===== config.mk =====
export PLATFORM = sky130hd
export DESIGN_NAME = integer_literal_parser
export DESIGN_NICKNAME = d
export VERILOG_FILES = /design/src/rtl/ilp_pkg.sv /design/src/rtl/ilp_front.sv /design/src/rtl/ilp_queue.sv /design/src/rtl/ilp_back.sv /design/src/rtl/integer_literal_parser.sv
export SDC_FILE = /design/constraint.sdc
export NUM_CORES = 1
export LEC_CHECK = 0
export BUFFER_PORTS_ARGS = -buffer_cell sky130_fd_sc_hd__buf_2
export CAP_MARGIN = 10
export CORE_ASPECT_RATIO = 0.75
export CORE_UTILIZATION = 41
export CTS_BUF_LIST = sky130_fd_sc_hd__clkbuf_8
export DETAILED_ROUTE_END_ITERATION = 8
export GPL_ROUTABILITY_DRIVEN = 1
export HOLD_SLACK_MARGIN = 0.12
export PLACE_DENSITY = 0.62
export SLEW_MARGIN = 20
export SYNTH_ARGS = -nofsm -noshare
export SYNTH_HDL_FRONTEND = slang
export SYNTH_SLANG_ARGS = --single-unit

===== constraint.sdc =====
create_clock -name i_clk -period 8.1 [get_ports i_clk]
set_clock_uncertainty 0.2 [all_clocks]
set_input_delay 2.025 -clock i_clk [delete_from_list [all_inputs] [get_ports i_clk]]
set_output_delay 2.025 -clock i_clk [all_outputs]
set_load 0.02 [all_outputs]

===== src/rtl/ilp_pkg.sv =====
// shared types, constants and character decode functions for the literal parser
package ilp_pkg;

    localparam int DEFAULT_VALUE_WIDTH = 64;
    localparam int CHAR_WIDTH          = 8;
    localparam int RADIX_WIDTH         = 5;
    localparam int DIGIT_WIDTH         = 5;
    localparam int QUEUE_DEPTH         = 2;

    localparam logic [RADIX_WIDTH-1:0] RADIX_BIN  = 5'd2;
    localparam logic [RADIX_WIDTH-1:0] RADIX_OCT  = 5'd8;
    localparam logic [RADIX_WIDTH-1:0] RADIX_DEC  = 5'd10;
    localparam logic [RADIX_WIDTH-1:0] RADIX_DUO  = 5'd12;
    localparam logic [RADIX_WIDTH-1:0] RADIX_HEX  = 5'd16;
    localparam logic [RADIX_WIDTH-1:0] RADIX_NONE = 5'd0;

    localparam logic [DIGIT_WIDTH-1:0] NOT_A_DIGIT = 5'd16;

    localparam logic [CHAR_WIDTH-1:0] CH_ZERO  = 8'h30;
    localparam logic [CHAR_WIDTH-1:0] CH_NINE  = 8'h39;
    localparam logic [CHAR_WIDTH-1:0] CH_LA    = 8'h61;
    localparam logic [CHAR_WIDTH-1:0] CH_LF    = 8'h66;
    localparam logic [CHAR_WIDTH-1:0] CH_UA    = 8'h41;
    localparam logic [CHAR_WIDTH-1:0] CH_UF    = 8'h46;
    localparam logic [CHAR_WIDTH-1:0] CH_UNDER = 8'h5f;
    localparam logic [CHAR_WIDTH-1:0] CH_B     = 8'h62;
    localparam logic [CHAR_WIDTH-1:0] CH_O     = 8'h6f;
    localparam logic [CHAR_WIDTH-1:0] CH_D     = 8'h64;
    localparam logic [CHAR_WIDTH-1:0] CH_Z     = 8'h7a;
    localparam logic [CHAR_WIDTH-1:0] CH_X     = 8'h78;
    localparam logic [CHAR_WIDTH-1:0] CH_H     = 8'h68;

    typedef enum logic [1:0] {
        OP_DIGIT,
        OP_SKIP,
        OP_PREFIX
    } t_op;

    typedef struct packed {
        t_op                    op;
        logic [RADIX_WIDTH-1:0] radix;
        logic [DIGIT_WIDTH-1:0] digit;
        logic                   last;
    } t_cmd;

    function automatic logic [DIGIT_WIDTH-1:0] digit_of(input logic [CHAR_WIDTH-1:0] c);
        logic [CHAR_WIDTH-1:0] d;
        begin
            d = CHAR_WIDTH'(NOT_A_DIGIT);
            if (c >= CH_ZERO && c <= CH_NINE) begin
                d = c - CH_ZERO;
            end else if (c >= CH_LA && c <= CH_LF) begin
                d = c - CH_LA + 8'd10;
            end else if (c >= CH_UA && c <= CH_UF) begin
                d = c - CH_UA + 8'd10;
            end
            return d[DIGIT_WIDTH-1:0];
        end
    endfunction

    function automatic logic [RADIX_WIDTH-1:0] prefix_radix(input logic [CHAR_WIDTH-1:0] c);
        logic [RADIX_WIDTH-1:0] r;
        begin
            unique case (c)
                CH_B:       r = RADIX_BIN;
                CH_O:       r = RADIX_OCT;
                CH_D:       r = RADIX_DEC;
                CH_Z:       r = RADIX_DUO;
                CH_X, CH_H: r = RADIX_HEX;
                default:    r = RADIX_NONE;
            endcase
            return r;
        end
    endfunction

endpackage


===== src/rtl/ilp_front.sv =====
// front end: tracks position in the literal and classifies each character
module ilp_front (
    input  logic                           i_clk,
    input  logic                           i_rst_n,
    input  logic                           i_valid,
    input  logic [ilp_pkg::CHAR_WIDTH-1:0] i_char,
    input  logic                           i_last,
    output logic                           o_ready,
    output logic                           o_push,
    output ilp_pkg::t_cmd                  o_cmd,
    input  logic                           i_queue_ready
);
    import ilp_pkg::*;

    logic [1:0]             r_pos;
    logic [1:0]             n_pos;
    logic                   r_lz;
    logic                   n_lz;
    logic [RADIX_WIDTH-1:0] pr;
    logic                   take;

    assign o_ready = i_queue_ready;
    assign take    = i_valid && i_queue_ready;
    assign o_push  = take;
    assign pr      = prefix_radix(i_char);

    always_comb begin
        o_cmd.radix = pr;
        o_cmd.digit = digit_of(i_char);
        o_cmd.last  = i_last;
        if (r_pos == 2'd1 && r_lz && pr != RADIX_NONE) begin
            o_cmd.op = OP_PREFIX;
        end else if (i_char == CH_UNDER) begin
            o_cmd.op = OP_SKIP;
        end else begin
            o_cmd.op = OP_DIGIT;
        end
    end

    always_comb begin
        n_pos = r_pos;
        n_lz  = r_lz;
        if (take) begin
            if (r_pos == 2'd0) begin
                n_lz = (i_char == CH_ZERO);
            end
            if (r_pos != 2'd2) begin
                n_pos = r_pos + 2'd1;
            end
            // a new literal starts after the last character
            if (i_last) begin
                n_pos = 2'd0;
                n_lz  = 1'b0;
            end
        end
    end

    always_ff @(posedge i_clk) begin
        if (!i_rst_n) begin
            r_pos <= 2'd0;
            r_lz  <= 1'b0;
        end else begin
            r_pos <= n_pos;
            r_lz  <= n_lz;
        end
    end

endmodule


===== src/rtl/ilp_queue.sv =====
// short command queue between the front end and the accumulator
module ilp_queue (
    input  logic          i_clk,
    input  logic          i_rst_n,
    input  logic          i_push,
    input  ilp_pkg::t_cmd i_cmd,
    output logic          o_ready,
    output logic          o_valid,
    output ilp_pkg::t_cmd o_cmd,
    input  logic          i_pop
);
    import ilp_pkg::*;

    localparam int PTR_W = (QUEUE_DEPTH > 1) ? $clog2(QUEUE_DEPTH) : 1;
    localparam int CNT_W = $clog2(QUEUE_DEPTH + 1);
    localparam logic [PTR_W-1:0] PTR_LAST = PTR_W'(QUEUE_DEPTH - 1);
    localparam logic [CNT_W-1:0] CNT_FULL = CNT_W'(QUEUE_DEPTH);

    t_cmd             r_entry [QUEUE_DEPTH];
    logic [PTR_W-1:0] r_wr;
    logic [PTR_W-1:0] r_rd;
    logic [CNT_W-1:0] r_cnt;
    logic             do_push;
    logic             do_pop;

    assign o_ready = (r_cnt != CNT_FULL);
    assign o_valid = (r_cnt != '0);
    assign o_cmd   = r_entry[r_rd];
    assign do_push = i_push && o_ready;
    assign do_pop  = i_pop && o_valid;

    always_ff @(posedge i_clk) begin
        if (do_push) begin
            r_entry[r_wr] <= i_cmd;
        end
    end

    always_ff @(posedge i_clk) begin
        if (!i_rst_n) begin
            r_wr  <= '0;
            r_rd  <= '0;
            r_cnt <= '0;
        end else begin
            if (do_push) begin
                r_wr <= (r_wr == PTR_LAST) ? '0 : r_wr + 1'b1;
            end
            if (do_pop) begin
                r_rd <= (r_rd == PTR_LAST) ? '0 : r_rd + 1'b1;
            end
            if (do_push && !do_pop) begin
                r_cnt <= r_cnt + 1'b1;
            end else if (do_pop && !do_push) begin
                r_cnt <= r_cnt - 1'b1;
            end
        end
    end

endmodule


===== src/rtl/ilp_back.sv =====
// back end: radix, halt flag, multiply-accumulate and output register
module ilp_back #(
    parameter int VALUE_WIDTH = ilp_pkg::DEFAULT_VALUE_WIDTH
) (
    input  logic                   i_clk,
    input  logic                   i_rst_n,
    input  logic                   i_valid,
    input  ilp_pkg::t_cmd          i_cmd,
    output logic                   o_pop,
    output logic                   o_valid,
    output logic [VALUE_WIDTH-1:0] o_value,
    input  logic                   i_ready
);
    import ilp_pkg::*;

    logic [RADIX_WIDTH-1:0] r_radix;
    logic [RADIX_WIDTH-1:0] n_radix;
    logic                   r_halted;
    logic                   n_halted;
    logic [VALUE_WIDTH-1:0] r_acc;
    logic [VALUE_WIDTH-1:0] n_acc;
    logic [VALUE_WIDTH-1:0] scaled;
    logic                   r_out_valid;
    logic [VALUE_WIDTH-1:0] r_out_value;
    logic                   can_take;

    // a last character needs room in the output register
    assign can_take = !i_cmd.last || !r_out_valid || i_ready;
    assign o_pop    = i_valid && can_take;
    assign o_valid  = r_out_valid;
    assign o_value  = r_out_value;

    // small radix multiply as shift-and-add
    always_comb begin
        case (r_radix)
            RADIX_BIN: scaled = r_acc << 1;
            RADIX_OCT: scaled = r_acc << 3;
            RADIX_DUO: scaled = (r_acc << 3) + (r_acc << 2);
            RADIX_HEX: scaled = r_acc << 4;
            default:   scaled = (r_acc << 3) + (r_acc << 1);
        endcase
    end

    always_comb begin
        n_radix  = r_radix;
        n_halted = r_halted;
        n_acc    = r_acc;
        case (i_cmd.op)
            OP_PREFIX: begin
                n_radix = i_cmd.radix;
                n_acc   = '0;
            end
            OP_DIGIT: begin
                if (!r_halted) begin
                    if (i_cmd.digit >= r_radix) begin
                        n_halted = 1'b1;
                    end else begin
                        n_acc = scaled + VALUE_WIDTH'(i_cmd.digit);
                    end
                end
            end
            default: begin
            end
        endcase
    end

    always_ff @(posedge i_clk) begin
        if (o_pop && i_cmd.last) begin
            r_out_value <= n_acc;
        end
    end

    always_ff @(posedge i_clk) begin
        if (!i_rst_n) begin
            r_radix     <= RADIX_DEC;
            r_halted    <= 1'b0;
            r_acc       <= '0;
            r_out_valid <= 1'b0;
        end else begin
            if (o_pop) begin
                if (i_cmd.last) begin
                    r_radix     <= RADIX_DEC;
                    r_halted    <= 1'b0;
                    r_acc       <= '0;
                    r_out_valid <= 1'b1;
                end else begin
                    r_radix  <= n_radix;
                    r_halted <= n_halted;
                    r_acc    <= n_acc;
                    if (i_ready) begin
                        r_out_valid <= 1'b0;
                    end
                end
            end else if (i_ready) begin
                r_out_valid <= 1'b0;
            end
        end
    end

endmodule


===== src/rtl/integer_literal_parser.sv =====
// integer literal parser top level: stream in characters, stream out values
//
// input stream: one ascii character per transaction on s_axis_tdata, with
// s_axis_tlast high on the final character of a literal. a leading '0' may be
// followed by a base prefix (b, o, d, z, x, h); underscores are skipped and
// the first character that is not a digit of the base freezes the value.
// output stream: one transaction per literal on m_axis_tdata carrying the
// value modulo 2^VALUE_WIDTH, zero padded to whole bytes.
// throughput: one character per cycle while the receiver does not stall, set
// by the single shift-and-add accumulate step in the back end.
// the last character of a literal is taken into the command queue, and its
// value is then presented from the output register.
// reset (synchronous, active low) empties the queue and output register and
// restarts parsing at the first character of a literal.
// when the receiver stalls the value holds in the output register; the back end
// keeps consuming characters up to the next last one, which waits in the queue;
// the queue then fills and s_axis_tready drops.
module integer_literal_parser #(
    parameter int VALUE_WIDTH = ilp_pkg::DEFAULT_VALUE_WIDTH
) (
    input  logic                                 i_clk,
    input  logic                                 i_rst_n,
    input  logic                                 s_axis_tvalid,
    output logic                                 s_axis_tready,
    input  logic [ilp_pkg::CHAR_WIDTH-1:0]       s_axis_tdata,  // [7:0] char_code
    input  logic                                 s_axis_tlast,
    output logic                                 m_axis_tvalid,
    input  logic                                 m_axis_tready,
    output logic [((VALUE_WIDTH+7)/8)*8-1:0]     m_axis_tdata   // value, zero padded
);
    import ilp_pkg::*;

    localparam int TDATA_W = ((VALUE_WIDTH + 7) / 8) * 8;

    logic                   push;
    t_cmd                   front_cmd;
    logic                   q_ready;
    logic                   q_valid;
    t_cmd                   q_cmd;
    logic                   pop;
    logic [VALUE_WIDTH-1:0] value;

    ilp_front u_front (
        .i_clk         (i_clk),
        .i_rst_n       (i_rst_n),
        .i_valid       (s_axis_tvalid),
        .i_char        (s_axis_tdata),
        .i_last        (s_axis_tlast),
        .o_ready       (s_axis_tready),
        .o_push        (push),
        .o_cmd         (front_cmd),
        .i_queue_ready (q_ready)
    );

    ilp_queue u_queue (
        .i_clk   (i_clk),
        .i_rst_n (i_rst_n),
        .i_push  (push),
        .i_cmd   (front_cmd),
        .o_ready (q_ready),
        .o_valid (q_valid),
        .o_cmd   (q_cmd),
        .i_pop   (pop)
    );

    ilp_back #(
        .VALUE_WIDTH (VALUE_WIDTH)
    ) u_back (
        .i_clk   (i_clk),
        .i_rst_n (i_rst_n),
        .i_valid (q_valid),
        .i_cmd   (q_cmd),
        .o_pop   (pop),
        .o_valid (m_axis_tvalid),
        .o_value (value),
        .i_ready (m_axis_tready)
    );

    assign m_axis_tdata = TDATA_W'(value);

endmodule

==> impl_metrics.csv <==
group,metric,value,unit
status,status,"completed",
detailed_routing,drtPass1Iterations,8,
floorplan,fp.dieArea,0.0375,mm2
finish,final_cell_mix,"nand2_1 (214), o21ai_0 (140), a21oi_1 (118), nor2_1 (94), edfxtp_1 (88)",
synth,synth.area.top_cells,"edfxtp_1 (18%), dfxtp_1 (10%), ha_1 (6.6%)",
synth,syn-num-nets,1918,
cts,postCtsSetupRepairBufs,0,
critical_path,start_kind,"register",
global_route,grt_util_met1,46.5,%
finish,drive_gt1_share,12.8,%
job,drv_cap,0,
power_and_ir_drop,cellPowerDensity,151,mW/mm2
critical_path,arrival,7590,ps
global_route,grt_pass1_vias,13600,
power_and_ir_drop,ir_drop,0.137,mV
sta,rsz0062_at_grt,"false",
cts,cts_buffers,17,
place,dp_hpwl,41.2,mm
detailed_routing,avgRoutedWirePerCell,23.7,um
synth,synth-edff-count,88,
sta,setup_slack,526,ps
place,dp_slack,857,ps
global_route,use_met3,6.34,%
cts,cts_tree,"yes",
cts,cts-root-buf,"clkbuf_8",
synth,ys_seq_elements,166,
synth,yosys.area.top_type,"edfxtp_1",
detailed_routing,drc,0,
cts,clk_pin_slew_worst_paths,110,ps
floorplan,die_h,168,um
cts,cts_resized,0,
finish,diodes,0,
place,gp_congestion,1.04,
synth,synth-seq-area-share,27.9,%
sta,setup_tns,0,ps
sta,slew_headroom,27.7,%
sta,tightest_slew,1080,ps
global_route,grt_antenna_before_repair,0,
cts,cts.sinks,166,
synth,ys.flop_type,"edfxtp_1",
finish,final_common_cell,"nand2_1",
sta,maxSlewViolCount,0,
floorplan,rows,60,
finish,nNetsFinal,1912,
synth,yosys_warnings,0,
critical_path,critPathCaptureType,"register",
global_route,groute.usage.overall,28.5,%
sta,hold_slack,272,ps
global_route,busiest_layer,"met1",
synth,synthCells,1824,
cts,clkLatencyLatePin,470,ps
power_and_ir_drop,power_leakage,5.71,nW
floorplan,start_util,41.8,%
floorplan,core,0.0360,mm2
synth,synth_top_cell_area_share,17.5,%
floorplan,die_w,223,um
synth,syn-cell-area,0.0151,mm2
detailed_routing,vias,15200,
critical_path,worstPathRequired,8120,ps
place,numPortBuffers,78,
sta,setup_violations,0,
finish,area_delta_synth_final,7.04,%
cts,htreeDepth,4,
worst_hold_path,min_path_type,"register to register",
sta,fin_crit,7570,ps
critical_path,path_class,"register to register",
critical_path,worstPathMaxFanout,50,
global_route,grt_pass1_wl,83.2,mm
global_route,grt_max_degree,66,
synth,async_flop_share,0,%
cts,cts_buffer_depth,2,
global_route,use_met2,37.5,%
cts,postCtsHoldBufs,0,
synth,syn_avg_cell_area,8.26,um2
detailed_routing,wl,54.5,mm
detailed_routing,vias_per_cell,6.61,
floorplan,io_pins,79,
sta,period_share,93.5,%
detailed_routing,drtIter0Drc,2375,
sta,fmax,132,MHz
global_route,grt-ovfl-total,0,
sta,final-hold-violation-count,0,
detailed_routing,ant_nets,0,
synth,yosysUniqueCellTypes,94,
[synth_stat cells, drive strengths merged, types with 20 or more instances]
library cell,n
and2,20
a21o,22
a222oi,44
ha,79
o21ai,164
a21oi,118
xor2,37
nor2b,52
nor3,29
a22o,22
buf,47
nor2,97
mux2,70
clkbuf,77
nand2,214
inv,36
nand3,45
dfxtp,78
nand4,49
edfxtp,88
a22oi,52
xnor2,42
[final cells by class]
cell class	instances	area [um2]
clock inverters	15	168
well taps	465	582
multi-input cells	1498	10200
fillers	3537	19900
clock buffers	17	234
flip-flops and latches	166	4200
repair buffers	99	561
inverters	36	135
[final timing paths]
check / startpoint / end / slack (ps) / depth (start not counted)
setup / recovery: u_back.r_radix[3] / u_back.o_value[63] / 530 / 17
hold / removal: u_back.r_acc[63] / u_back.r_acc[63] / 270 / 2
setup reg to reg: u_back.r_radix[3] / u_back.o_value[63] / 530 / 17
hold reg to reg: u_back.r_acc[63] / u_back.r_acc[63] / 270 / 2
[layer usage]
layer | routed length, um | vias to the layer above
met5 | 0 | -
met4 | 490 | 0
met3 | 6860 | 38
met2 | 20400 | 895
met1 | 26800 | 7241
li1 | - | 7009
[worst max-delay path: stages (launching register included)]
cell,delay (ps)
dfxtp_1,710
nor2b_1,480
and3_2,490
buf_12,320
mux2_2,380
ha_1,410
nand4_1,210
nor4_1,540
a21oi_1,180
a2111oi_0,700
nor2_1,170
o41a_1,350
a22oi_1,680
nand3_1,240
nor4_4,410
nand3_1,250
nor4_1,450
o31ai_1,120
[state kept, by name, indices dropped and copies added (netlist names), named ones only]
register	count
u_queue.r_wr	1
u_back.o_valid	1
u_queue.r_entry	24
u_back.r_radix	4
u_queue.r_rd	1
u_front.r_lz	1
u_back.r_halted	1
u_front.r_pos	2
u_queue.r_cnt	2
u_back.r_acc	64
u_back.o_value	64
[cell families (layout without fill, tap and decap cells)]
| group | after synthesis | in the layout | synth area share [%] |
|---|---|---|---|
| muxes | 87 | 87 | 6.36 |
| xor gates and xnor gates | 79 | 79 | 4.59 |
| AOI/OAI and AO/OA | 620 | 620 | 28.1 |
| DFF | 166 | 166 | 27.9 |
| buffers and inverters | 160 | 167 | 4.33 |
| adders and majority gates | 81 | 81 | 6.82 |
| and+or+nand+nor | 631 | 631 | 21.9 |
[power by group]
part           leakage (nW)  switching [mW]  internal [mW]
Combinational          4.04           0.543          0.177
Clock                 0.196           0.370          0.257
Sequential             1.47          0.0589           1.03
Total                  5.71           0.972           1.46
[through the flow]
| stage | total power, mW | std cells | utilization, % | instance area, um2 |
|---|---|---|---|---|
| 6_report | 2.44 | 2296 | 44.8 | 16100 |
| 5_1_grt | 2.54 | 2296 | 44.8 | 16100 |
| 4_1_cts | 2.44 | 2296 | 44.8 | 16100 |
| 3_5_place_dp | 1.82 | 2264 | 43.6 | 15700 |
| 3_3_place_gp | 1.82 | 2264 | 43.6 | 15700 |
| 2_1_floorplan | 1.58 | 1824 | - | 15100 |
Power figures use the tool's default switching activity.
